--- config.mk ---
export PLATFORM = sky130hd
export DESIGN_NAME = sensor_frame_parser_scored_layout
export DESIGN_NICKNAME = d
export VERILOG_FILES = /design/src/design/sfp_pkg.sv /design/src/design/sfp_layout_pick.sv /design/src/design/sensor_frame_parser_scored_layout.sv
export SDC_FILE = /design/constraint.sdc
export NUM_CORES = 1
export LEC_CHECK = 0
export BUFFER_PORTS_ARGS = -buffer_cell sky130_fd_sc_hd__clkbuf_2
export CORE_UTILIZATION = 67
export DETAILED_ROUTE_END_ITERATION = 10
export GPL_TIMING_DRIVEN = 0
export PLACE_DENSITY = 0.87
export SLEW_MARGIN = 20
export SYNTH_ARGS = -nofsm -noshare
export SYNTH_HDL_FRONTEND = slang
export SYNTH_SLANG_ARGS = --single-unit
--- constraint.sdc ---
create_clock -name clk_i -period 21.1 [get_ports clk_i]
set_input_delay 1.055 -clock clk_i [delete_from_list [all_inputs] [get_ports clk_i]]
set_output_delay 1.055 -clock clk_i [all_outputs]
set_load 0.02 [all_outputs]
--- src/design/sfp_pkg.sv ---
// Shared constants, types and the layout scoring function for the sensor frame parser.
`timescale 1ns / 1ps

package sfp_pkg;

  localparam int unsigned BufDepth  = 64;
  localparam int unsigned PosWidth  = $clog2(BufDepth + 1);
  localparam int unsigned LenWidth  = 9;

  localparam logic [7:0] StartByte = 8'h16;
  localparam logic [7:0] MinLen    = 8'h0B;
  localparam logic [7:0] CmdRead   = 8'h01;
  localparam logic [7:0] CmdAlt    = 8'h02;

  // Bytes 3..13 of a frame hold every field of every layout.
  localparam int unsigned FieldFirst = 3;
  localparam int unsigned FieldLast  = 13;
  localparam int unsigned NumFieldB  = FieldLast - FieldFirst + 1;
  localparam int unsigned NumLayouts = 4;

  localparam logic [16:0] TempOffset = 17'd500;

  localparam int unsigned DataBits = 16 * 4 + 17;
  localparam int unsigned TdataOut = ((DataBits + 7) / 8) * 8;

  typedef logic [4:0] score_t;

  typedef struct packed {
    logic [15:0] pm25_level;
    logic [16:0] temperature_tenths;
    logic [15:0] humidity_tenths;
    logic [15:0] voc_level;
    logic [15:0] co2_ppm;
  } sfp_result_t;

  function automatic score_t layout_score(input logic [15:0] co2, input logic [15:0] voc,
                                          input logic [15:0] h, input logic [15:0] t,
                                          input logic [15:0] pm);
    score_t s;
    s = '0;
    if (co2 <= 16'd5000) s = s + score_t'(3);
    if (co2 >= 16'd250 && co2 <= 16'd2500) s = s + score_t'(2);
    if (h <= 16'd1000) s = s + score_t'(3);
    if (h >= 16'd200 && h <= 16'd900) s = s + score_t'(1);
    if (t >= 16'd300 && t <= 16'd1300) s = s + score_t'(3);
    if (t >= 16'd600 && t <= 16'd950) s = s + score_t'(1);
    if (pm <= 16'd2000) s = s + score_t'(2);
    if (pm <= 16'd500) s = s + score_t'(1);
    if (voc <= 16'd5000) s = s + score_t'(1);
    return s;
  endfunction

endpackage

--- src/design/sfp_layout_pick.sv ---
// Decodes the four field layouts of a checked frame, scores them and picks the best one.
`timescale 1ns / 1ps

module sfp_layout_pick import sfp_pkg::*; (
  input  logic [NumFieldB-1:0][7:0] field_bytes_i,
  input  logic                      wide_ok_i,
  output sfp_result_t               result_o
);

  logic [NumLayouts-1:0][4:0][15:0] vals;
  score_t [NumLayouts-1:0]          scores;
  logic [NumLayouts-1:0]            usable;

  always_comb begin
    for (int k = 0; k < NumLayouts; k++) begin
      for (int j = 0; j < 5; j++) begin
        if (k >= 2) begin
          vals[k][j] = {field_bytes_i[(k % 2) + 2 * j + 1], field_bytes_i[(k % 2) + 2 * j]};
        end else begin
          vals[k][j] = {field_bytes_i[(k % 2) + 2 * j], field_bytes_i[(k % 2) + 2 * j + 1]};
        end
      end
      scores[k] = layout_score(vals[k][0], vals[k][1], vals[k][2], vals[k][3], vals[k][4]);
      usable[k] = (k % 2 == 0) ? 1'b1 : wide_ok_i;
    end
  end

  logic [1:0] best_idx;
  score_t     best_score;

  always_comb begin
    best_idx   = 2'd0;
    best_score = scores[0];
    for (int k = 1; k < NumLayouts; k++) begin
      if (usable[k] && scores[k] > best_score) begin
        best_idx   = 2'(k);
        best_score = scores[k];
      end
    end
  end

  always_comb begin
    result_o.co2_ppm            = vals[best_idx][0];
    result_o.voc_level          = vals[best_idx][1];
    result_o.humidity_tenths    = vals[best_idx][2];
    result_o.temperature_tenths = {1'b0, vals[best_idx][3]} - TempOffset;
    result_o.pm25_level         = vals[best_idx][4];
  end

endmodule

--- src/design/sensor_frame_parser_scored_layout.sv ---
// Top level of the sensor frame parser: byte framing, checksum, layout scoring and output.
`timescale 1ns / 1ps

// Takes one received byte per cycle on the slave stream and hunts for the 0x16 start byte,
// then the length byte L; a frame is L+3 bytes, at most 64. The checksum runs as bytes
// arrive and payload bytes 3..13 are captured in registers, so the frame check finishes
// with its last byte. The layout scoring and selection then run in one stage, and the
// result is registered into out_q, with out_valid_q set, once fin_q flags the checked frame.
// Input throughput is one byte per cycle; tready drops only while a finished frame waits
// behind a result that the sink has not yet taken.

module sensor_frame_parser_scored_layout import sfp_pkg::*; (
  input  logic                clk_i,
  input  logic                rst_ni,
  input  logic                s_axis_tvalid_i,
  output logic                s_axis_tready_o,
  input  logic [7:0]          s_axis_tdata_i,  // rx_byte
  output logic                m_axis_tvalid_o,
  input  logic                m_axis_tready_i,
  // co2_ppm, voc_level, humidity_tenths, temperature_tenths, pm25_level, zero fill
  output logic [TdataOut-1:0] m_axis_tdata_o
);

  logic [PosWidth-1:0] pos_q, pos_d;
  logic [7:0]          sum_q, sum_d;
  logic [7:0]          len_q, len_d;
  logic [7:0]          cmd_q, cmd_d;
  logic [NumFieldB-1:0][7:0] fb_q, fb_d;
  logic                fin_q, fin_d;
  logic                out_valid_q, out_valid_d;
  sfp_result_t         out_q;
  sfp_result_t         pick;

  logic                in_xfer;
  logic                out_load;
  logic [7:0]          b;
  logic [7:0]          len_sel;
  logic [7:0]          cmd_sel;
  logic [LenWidth-1:0] expected;
  logic [PosWidth-1:0] pos_inc;
  logic                frame_ok;
  logic                finish;

  assign b        = s_axis_tdata_i;
  assign in_xfer  = s_axis_tvalid_i && s_axis_tready_o;
  assign out_load = fin_q && (!out_valid_q || m_axis_tready_i);
  assign s_axis_tready_o = !(fin_q && out_valid_q && !m_axis_tready_i);

  assign len_sel  = (pos_q == PosWidth'(1)) ? b : len_q;
  assign cmd_sel  = (pos_q == PosWidth'(2)) ? b : cmd_q;
  assign expected = LenWidth'(len_sel) + LenWidth'(3);
  assign pos_inc  = pos_q + PosWidth'(1);
  assign frame_ok = (sum_q + b == 8'h00) && (cmd_sel == CmdRead || cmd_sel == CmdAlt) &&
                    (len_sel >= MinLen);

  always_comb begin
    pos_d  = pos_q;
    sum_d  = sum_q;
    len_d  = len_q;
    cmd_d  = cmd_q;
    fb_d   = fb_q;
    finish = 1'b0;
    if (in_xfer) begin
      if (pos_q == '0) begin
        if (b == StartByte) begin
          pos_d = PosWidth'(1);
          sum_d = b;
        end
      end else begin
        sum_d = sum_q + b;
        if (pos_q == PosWidth'(1)) len_d = b;
        if (pos_q == PosWidth'(2)) cmd_d = b;
        for (int i = 0; i < NumFieldB; i++) begin
          if (pos_q == PosWidth'(FieldFirst + i)) fb_d[i] = b;
        end
        if (expected > LenWidth'(BufDepth)) begin
          pos_d = '0;
        end else if (LenWidth'(pos_inc) == expected) begin
          pos_d  = '0;
          finish = frame_ok;
        end else if (pos_inc >= PosWidth'(BufDepth)) begin
          pos_d = '0;
        end else begin
          pos_d = pos_inc;
        end
      end
    end
  end

  always_comb begin
    fin_d = fin_q;
    if (finish) begin
      fin_d = 1'b1;
    end else if (out_load) begin
      fin_d = 1'b0;
    end
    out_valid_d = out_load || (out_valid_q && !m_axis_tready_i);
  end

  sfp_layout_pick u_pick (
    .field_bytes_i (fb_q),
    .wide_ok_i     (len_q > MinLen),
    .result_o      (pick)
  );

  always_ff @(posedge clk_i or negedge rst_ni) begin
    if (!rst_ni) begin
      pos_q       <= '0;
      fin_q       <= 1'b0;
      out_valid_q <= 1'b0;
    end else begin
      pos_q       <= pos_d;
      fin_q       <= fin_d;
      out_valid_q <= out_valid_d;
    end
  end

  always_ff @(posedge clk_i) begin
    sum_q <= sum_d;
    len_q <= len_d;
    cmd_q <= cmd_d;
    fb_q  <= fb_d;
    if (out_load) out_q <= pick;
  end

  assign m_axis_tvalid_o = out_valid_q;
  assign m_axis_tdata_o  = {{(TdataOut - DataBits){1'b0}}, out_q};

  a_pos_bound: assert property (@(posedge clk_i) disable iff (!rst_ni)
    pos_q < PosWidth'(BufDepth))
    else $error("frame position out of range");

  a_fin_idle: assert property (@(posedge clk_i) disable iff (!rst_ni)
    fin_q |-> pos_q == '0)
    else $error("finished frame pending while a new frame is under way");

  a_out_from_fin: assert property (@(posedge clk_i) disable iff (!rst_ni)
    $rose(out_valid_q) |-> $past(fin_q))
    else $error("result appeared without a checked frame");

endmodule

==> Word level (Yosys, flattened, before mapping) <==
Cells that the tools add are included.
{ "word_totals": {"elab_cells": 242, "register_bits": 202, "output_inout_bits": 90} }
{ "classes": {"reduce_logical": 47, "add_sub_neg": 36, "eq_ne": 18, "n_lt_le_gt_ge": 60, "n_mux": 58, "bitwise_logic": 1} }
{ "ops": {"columns": ["op", "count"], "rows": [
  ["less-or-equal comparator 16 x 10 -> 1 bit, second input constant", 12],
  ["2-to-1 mux 5 bit", 34],
  ["binary-select mux 80 bit (select 2 bit)", 1],
  [">= comparator 16 x 8 -> 1 bit, second input constant", 8],
  ["less-or-equal comparator 16 x 11 -> 1 bit, second input constant", 8],
  ["less-or-equal comparator 16 x 13 -> 1 bit, second input constant", 8],
  ["adder 5 x 1 -> 5 bit, second input constant", 16],
  ["2-to-1 mux 80 bit", 1],
  [">= comparator 16 x 10 -> 1 bit, second input constant", 4],
  [">= comparator 16 x 9 -> 1 bit, second input constant", 4],
  ["less-or-equal comparator 16 x 12 -> 1 bit, second input constant", 4],
  ["less-or-equal comparator 16 x 9 -> 1 bit, second input constant", 4],
  ["adder 5 x 2 -> 5 bit, second input constant", 12],
  ["equality test 7 x 4 -> 1 bit, second input constant", 6],
  ["2-to-1 mux 7 bit", 5],
  ["AND reduction 3 bit", 11],
  ["2-to-1 mux 8 bit", 4],
  ["equality test 7 x 3 -> 1 bit, second input constant", 4],
  ["logical AND 1 bit", 25],
  ["subtractor 16 x 9 -> 17 bit, second input constant", 1],
  ["> comparator 5 bit", 3],
  ["equality test 7 x 2 -> 1 bit, second input constant", 2],
  ["adder 2 x 2 -> 3 bit, second input constant", 4],
  ["2-to-1 mux 2 bit", 6],
  ["22 further kinds", 33]
]} }

==> Longest topological paths before layout <==
Gate-level depths: netlist (run 1).
{ "depth": {"word_depth": 29, "ltp_mapped": 59, "depth_no_buf": 52} }

==> Hierarchy <==
A second synthesis (run 1) with hierarchy kept.
{ "hier_totals": {"cells_unflattened": 1525, "area_unflattened_um2": 15132.0} }
{ "by_module_without_submodules": {"columns": ["mod", "n_inst", "seq_area_each_um2", "cells_each", "area_each_um2"], "rows": [
  ["sensor_frame_parser_scored_layout", 1, 6020.8, 435, 7796.2],
  ["sfp_layout_pick", 1, 0.0, 1090, 7335.8]
]} }

==> Worst setup path after synthesis (run 1) <==
No wires, ideal clock.
{ "synth_timing": {"path_type": "reg-to-reg", "from": "reg fb_q[40] (netlist name)", "to": "reg out_q, in the netlist m_axis_tdata_o[63] (data pin)", "t_arrival_ns": 10.943, "setup_slack_ns": 9.892, "path_buffers": 7, "required_time_ns": 20.836, "setup_ns": 0.264, "stages_incl_launch_ff": 54, "cell_sequence": "edfxtp_1 clkbuf_1 o31a_1 o211a_1 nor2_1 xnor2_1 inv_1 ha_1 a21oi_1 ha_1 a21oi_1 ha_1 nand4_1 xor2_1 xnor2_1 xnor2_1 ha_1 and2_1 [... 18 more ...] clkbuf_1 buf_1 clkbuf_1 o21ai_0 ha_1 nor2b_1 o21a_1 o21a_1 o21a_1 o21a_1 clkbuf_1 a21oi_1 o22ai_1 nor4_1 nand3b_1 nor3b_1 nand3_1 xnor2_1"} }
{ "synth_rtl": {"columns": ["item", "line", "text"], "rows": [
  ["start: declaration", "sensor_frame_parser_scored_layout.sv:28", "logic [NumFieldB-1:0][7:0] fb_q, fb_d;"],
  ["start signal: assignment", "sensor_frame_parser_scored_layout.sv:122", "fb_q <= fb_d;"],
  ["end signal: assignment", "sensor_frame_parser_scored_layout.sv:123", "if (out_load) out_q <= pick;"],
  ["end: declaration", "sensor_frame_parser_scored_layout.sv:31", "sfp_result_t out_q;"]
]} }

==> key figures, run 1 <==
Floorplan
  – Row count: between 50 and 60
  – Die outline height: approximately 150 um
  – I/O pin total: 102
  – Floorplan die area: between 20000 and 25000 sq um
  – Overall die width: between 150 and 200 um
  – Initial core utilization: between 60 and 70%
  – Standard cell core area: 21800 sq um

STA
  – Number of endpoints with negative hold slack in the final report: 0
  – Unrepaired setup endpoints after global routing: no
  – Final setup violation count: 0
  – Post-layout min period: around 14 ns
  – Final-layout worst hold slack: around 0.41 ns
  – Total negative slack: 0 ns
  – Slew at the pin closest to its max-slew limit: 1.14 ns
  – Share of the clock period used by the worst path: roughly two thirds
  – Timing-limited maximum frequency: 71.5 MHz
  – Pins Over Slew Limit: 0
  – Max_slew headroom: 23.3%
  – Worst Skew: between 0.02 and 0.025 ns

Critical path
  – Startpoint class of the critical path: register
  – CP required: around 21 ns
  – FF-to-FF Start: fb_q[4]$_DFFE_PP_
  – Destination of the critical timing path: m_axis_tdata_o[60]$_DFFE_PP_
  – Path depth of the worst reg2reg path: 52
  – Worst setup path startpoint: fb_q[4]$_DFFE_PP_
  – Biggest cell delay along the critical path: between 0.7 and 0.8 ns
  – Maximum fanout encountered on the critical timing path: 10
  – Type of destination of the critical path: register
  – R2r endpoint: m_axis_tdata_o[60]$_DFFE_PP_
  – Cell at the slowest stage of the critical path: nor3_1
  – Startpoint-to-endpoint class of the critical path: register to register
  – Endpoint arrival time on the critical path: between 10 and 15 ns
  – Reg-to-reg slack, setup: between 7 and 8 ns

Routing
  – Total Wirelength: 43.7 mm
  – Drt drc: 1
  – Total via count in the routed design: between 10000 and 15000
  – Via density: 6.91
  – Routed wire length on met3: 5.40 mm
  – Wire length per cell: roughly 23 um
  – Wire length on met1: roughly 16 mm
  – Remaining antenna violation count after routing: 0
  – Met2 Routed Length: about 19 mm
  – Uppermost metal layer occupied by signal nets: met4
  – Length of the first detailed-routing pass in iterations: 11
  – Starting DRC count in detailed routing: about 1700

Synth
  – Async set-reset flop share out of synthesis: 4.46%
  – Post-Synthesis Mean Instance Area: between 9 and 10 sq um
  – Number of synthesized register bits: 202
  – Mapped Area: ~15000 sq um
  – Number of flops mapped to enable cells by yosys: just under 200
  – Top post-synthesis cells by area: edfxtp_1 (39%), ha_1 (4.9%), xnor2_1 (3.7%)
  – Sequential-to-total area share from yosys stat: roughly 41%
  – Fraction of synthesized cell area taken by the top area cell type: 39.1%
  – Count of warnings emitted by yosys: 0
  – Post-synth top flop: edfxtp_1
  – Synthesized netlist cell count: ~1500
  – Area leader, netlist: edfxtp_1
  – Number of different library cells in the post-synthesis netlist: between 100 and 150

Clock tree
  – Clock edge transition at the registers on the reported setup and hold paths: approximately 0.060 ns
  – Hold-fix buffers, CTS: 0
  – PostCTS Resize Cnt: 0
  – Buffer type at the clock tree root: clkbuf_16
  – Maximum buffer depth of the clock tree: 3
  – CTS tree: done
  – Clock tree sinks: between 200 and 250
  – Number of buffers created by CTS: 22
  – Number of H-tree levels: 1
  – Buffers inserted during post-CTS setup optimization: 0
  – Worst skew pair latency: about 0.52 ns

Outcome
  – Failing checks: design-rule violations
  – Result of the run: finished, violations left

Global route
  – Initial antenna violation count: 0
  – First-pass GRT wire length: 66.2 mm
  – Remaining global-route overflow: 0
  – Number of global-route vias before repair: about 12000
  – Largest net degree at the start of global routing: 69
  – Total routing usage reported by global routing: 38.4%

Placed design
  – Quantity of I/O buffers inserted on ports: 94
  – HPWL after DPL: about 32 mm
  – Final Wtd Congestion: a little under 1

Cells and area
  – Nets@finish: about 1700
  – Diodes inserted: 0
  – Layout cell share with drive strength beyond 1: 14.2%
  – Most frequent standard cell in the layout excluding fill and tap cells: edfxtp_1
  – Layout overhead on the synthesized area: 10.7%
  – Most frequent cells in the layout: edfxtp_1 (193), nand2_1 (141), nor2_1 (111)

Pwr
  – Maximum resistive drop on vdd: 0.0838 mV
  – Static leakage power: 6.17 nW
  – Power per unit of standard cell area: 76.6 nW/um^2

Min path
  – Type of the tightest min-delay check: input pin to asynchronous set/reset pin

Job
  – Max-cap violation count: 0
## flip-flops by register name, indices dropped and copies added, names as in the netlist
signal / flops
m_axis_tdata_o: 81
m_axis_tvalid_o: 1
cmd_q: 8
fb_q: 88
fin_q: 1
len_q: 8
pos_q: 7
sum_q: 8
## critical path, delay by kind of cell (launching register included)
kind / cells / cell delay [ns]
AO/OA/AOI/OAI: 20 / 4.52
buffers and inverters: 7 / 2.00
flip-flops: 1 / 0.38
XOR/XNOR: 5 / 1.14
multiplexers: 1 / 0.38
adder cells (fa/ha/maj): 7 / 2.08
AND/OR/NAND/NOR: 12 / 3.23
## final cells by class
cell class | count | area, sq um
multi-input combinational | 1160 | 8140
inverter | 63 | 236
sequential | 202 | 6020
timing repair buffer | 95 | 498
clock buffer | 24 | 558
fill | 1484 | 5350
tap | 280 | 350
buffer | 96 | 465
clock inverter | 16 | 131
## where the power goes
| part | switching, mW | internal (mW) | leakage [nW] | total, mW |
|---|---|---|---|---|
| clock network | 0.162 | 0.206 | 0.333 | 0.369 |
| registers | 0.0123 | 0.488 | 1.87 | 0.501 |
| logic | 0.247 | 0.140 | 3.97 | 0.387 |
| total | 0.421 | 0.835 | 6.17 | 1.26 |
## worst min path at each step
stage	startpoint	endpoint	cells past startpoint
6_report	rst_ni	pos_q[0]$_DFFE_PN0P_	1
3_3_place_gp	fin_q$_DFFE_PN0P_	m_axis_tvalid_o$_DFF_PN0_	1
4_1_cts	rst_ni	pos_q[0]$_DFFE_PN0P_	1
2_1_floorplan	fin_q$_DFFE_PN0P_	m_axis_tvalid_o$_DFF_PN0_	1
5_1_grt	rst_ni	pos_q[0]$_DFFE_PN0P_	1
3_5_place_dp	fin_q$_DFFE_PN0P_	m_axis_tvalid_o$_DFF_PN0_	1
## layer usage
| metal | up-vias | GRT usage, % |
|---|---|---|
| li1 | 5973 | - |
| met2 | 1006 | 60.1 |
| met3 | 180 | 7.36 |
| met1 | 6219 | 50.9 |
| met5 | - | 0 |
| met4 | 0 | 19.6 |
## synth_stat cells, types with 12 or more instances
| cell type | n |
|---|---|
| a211oi_1 | 20 |
| a21oi_1 | 74 |
| a22oi_1 | 21 |
| a31oi_1 | 16 |
| and2_1 | 17 |
| and3_1 | 14 |
| clkbuf_1 | 66 |
| edfxtp_1 | 193 |
| ha_1 | 58 |
| inv_1 | 61 |
| mux2_2 | 19 |
| mux2i_1 | 52 |
| nand2_1 | 141 |
| nand2b_1 | 15 |
| nand3_1 | 40 |
| nand4_1 | 21 |
| nor2_1 | 112 |
| nor3_1 | 40 |
| nor4_1 | 21 |
| o21a_1 | 20 |
| o21ai_0 | 90 |
| o22ai_1 | 31 |
| o31ai_1 | 12 |
| xnor2_1 | 62 |
| xor2_1 | 30 |
## through the flow
stage          total power, mW  setup slack [ns]  util [%]  cell area [sq um]  cells
2_1_floorplan            0.787              9.89         -              14800   1521
3_3_place_gp             0.866              7.93      72.0              15700   1895
3_5_place_dp             0.882              7.64      72.2              15700   1896
4_1_cts                   1.25              7.47      75.4              16400   1936
5_1_grt                   1.31              6.32      75.4              16400   1936
6_report                  1.26              7.11      75.4              16400   1936
## kinds of logic after synthesis
kind of cell | share of synthesized area (%)
flops | 40.6
mux | 5.11
compound gates | 18.4
xor+xnor | 7.39
simple gates | 18.6
fa+ha+maj | 5.10
buf+inv | 4.74
other cells | 0.0253
Note: power is estimated with default switching activity, not from simulation.
==> run 2: changes to the inputs <==
Settings changed: CORE_UTILIZATION 67 to 62, PLACE_DENSITY 0.87 to 0.81.
Clock period 21.1 ns to 14.2 ns, I/O delays scaled along.
==> key figures, run 2 (same netlist as run 1, synthesis figures left out) <==
Floorplan
  – Row count: 56
  – Standard cell core area: around 23000 sq um
  – Die outline height: roughly 160 um
  – Initial core utilization: a little over three fifths
  – Overall die width: between 150 and 200 um
  – I/O pin total: a little over 100
  – Floorplan die area: ~25000 sq um

Outcome
  – Failing checks: design-rule violations
  – Result of the run: finished, violations left

Pwr
  – Share of total power consumed by net switching: approximately a third
  – Cell-internal power: between 1 and 1.5 mW
  – Comb pwr share: a little under a third
  – Static leakage power: roughly 6.2 nW
  – Sequential share of power: between 30% and 40%
  – Overall Power: 1.87 mW
  – Power per unit of standard cell area: about 110 nW/um^2
  – Clock group share of total power: between 20% and 30%
  – Maximum resistive drop on vdd: approximately 0.13 mV
  – Switch Pwr: between 600 and 700 uW

Cells and area
  – Layout overhead on the synthesized area: 11.2%
  – Number of flip-flops in the largest register: 88
  – Nets@finish: between 1500 and 2000
  – Diodes inserted: 0
  – Most frequent cells in the layout: edfxtp_1 (193), nand2_1 (141), nor2_1 (111)
  – Most frequent standard cell in the layout excluding fill and tap cells: edfxtp_1
  – Multi-input logic area: 8150 sq um
  – Area used by sequential logic in the layout: 6020 sq um
  – Layout cell share with drive strength beyond 1: between 10% and 20%
  – Fillers: 1766
  – Register name with the most flops: fb_q

Routing
  – Wire length per cell: 21.8 um
  – Via density: about 6.7
  – Length of the first detailed-routing pass in iterations: 11
  – Starting DRC count in detailed routing: around 1400
  – Remaining antenna violation count after routing: 0
  – Drt drc: 1
  – Total via count in the routed design: ~13000
  – Total Wirelength: approximately 43 mm

Global route
  – Total routing usage reported by global routing: 34.9%
  – First-pass GRT wire length: ~65 mm
  – Number of global-route vias before repair: ~12000
  – Remaining global-route overflow: 0
  – Initial antenna violation count: 0
  – Largest net degree at the start of global routing: 48

STA
  – Final setup violation count: 0
  – Worst Skew: approximately 0.017 ns
  – Slew at the pin closest to its max-slew limit: roughly 1.2 ns
  – Post-layout min period: 13.33 ns
  – Final-layout worst hold slack: 0.0740 ns
  – Unrepaired setup endpoints after global routing: no
  – Number of endpoints with negative hold slack in the final report: 0
  – Max_slew headroom: between 10% and 20%
  – Timing-limited maximum frequency: ~75 MHz
  – Pins Over Slew Limit: 0
  – Total negative slack: 0 ns
  – Share of the clock period used by the worst path: between 90% and 100%

Critical path
  – CP required: between 10 and 15 ns
  – Type of destination of the critical path: register
  – Number of buffers and inverters on the critical path: 12
  – Maximum fanout encountered on the critical timing path: 10
  – Cell at the slowest stage of the critical path: clkbuf_1
  – Endpoint arrival time on the critical path: 13.66 ns
  – Startpoint-to-endpoint class of the critical path: register to register
  – Reg-to-reg slack, setup: around 0.87 ns
  – Biggest cell delay along the critical path: approximately 0.47 ns
  – Cell family contributing the most delay on the critical path: buffers and inverters
  – Startpoint class of the critical path: register

Clock tree
  – Buffers inserted during post-CTS setup optimization: 0
  – Clock edge transition at the registers on the reported setup and hold paths: roughly 0.06 ns
  – Buffer type at the clock tree root: clkbuf_16
  – Number of buffers created by CTS: 22
  – Number of H-tree levels: 1
  – Hold-fix buffers, CTS: 0
  – Clock tree sinks: 202
  – CTS tree: done
  – Maximum buffer depth of the clock tree: 3
  – Worst skew pair latency: around 0.51 ns

Placed design
  – Final Wtd Congestion: just over 1
  – HPWL after DPL: 31.6 mm
  – Quantity of I/O buffers inserted on ports: 94

Job
  – Max-cap violation count: 0

Min path
  – Type of the tightest min-delay check: input pin to asynchronous set/reset pin
-- run 2: changes by cell type in the layout (fill, tap and decap cells not counted), moves of 2 or more --
cell / before / now
clkbuf_2: 94 / 96
clkinvlp_4: 3 / 1
clkinv_2: 5 / 2
clkinv_4: 0 / 2
inv_6: 3 / 1
-- run 2: layer usage --
layer / vias up / wire (um) / GRT usage, %
met5: - / 0 / 0
met4: 0 / 2410 / 18.1
met3: 167 / 4840 / 5.12
met2: 912 / 18900 / 54.8
met1: 6238 / 16800 / 47.0
li1: 5963 / - / -
-- run 2: layout make-up --
type | instances | share of cell area [%]
inverter | 63 | 1.44
sequential | 202 | 36.6
multi-input combinational | 1160 | 49.5
timing repair buffer | 95 | 2.98
clock buffer | 27 | 3.59
tap | 319 | 2.42
buffer | 96 | 2.84
clock inverter | 11 | 0.699
-- run 2: final timing paths --
path,depth (start not counted),end,start
worst min-delay path,1,pos_q[5]$_DFFE_PN0P_,rst_ni
worst max-delay path,52,m_axis_tdata_o[24]$_DFFE_PP_,fb_q[37]$_DFFE_PP_
max in group asynchronous,1,pos_q[1]$_DFFE_PN0P_,rst_ni
min in group clk_i,1,m_axis_tvalid_o$_DFF_PN0_,fin_q$_DFFE_PN0P_
worst max register to register,52,m_axis_tdata_o[24]$_DFFE_PP_,fb_q[37]$_DFFE_PP_
worst min register to register,1,m_axis_tvalid_o$_DFF_PN0_,fin_q$_DFFE_PN0P_
-- run 2: power groups by stage --
| stage | clock network [mW] | registers [mW] | logic (mW) |
|---|---|---|---|
| 3_5_place_dp | 0 | 0.756 | 0.551 |
| 4_1_cts | 0.561 | 0.744 | 0.555 |
| 6_report | 0.561 | 0.744 | 0.569 |
| 2_1_floorplan | 0 | 0.750 | 0.419 |
| 5_1_grt | 0.584 | 0.747 | 0.620 |
| 3_3_place_gp | 0 | 0.755 | 0.533 |
-- run 2: per-stage QoR --
step | instance area, sq um | utilization, % | setup slack [ns] | std cells
after detailed placement | 15800 | 67.1 | 0.700 | 1935
after CTS | 16500 | 70.1 | 0.694 | 1973
final | 16500 | 70.2 | 0.870 | 1973
after global placement | 15700 | 66.9 | 1.01 | 1934
after global routing | 16500 | 70.2 | 0.104 | 1973
after floorplan | 14800 | - | 2.99 | 1521
-- run 2: timing repair --
item,in CTS,in global routing
endpoints found under the hold margin,0,0
gates resized for setup,0,5
endpoints found under the setup margin,0,54
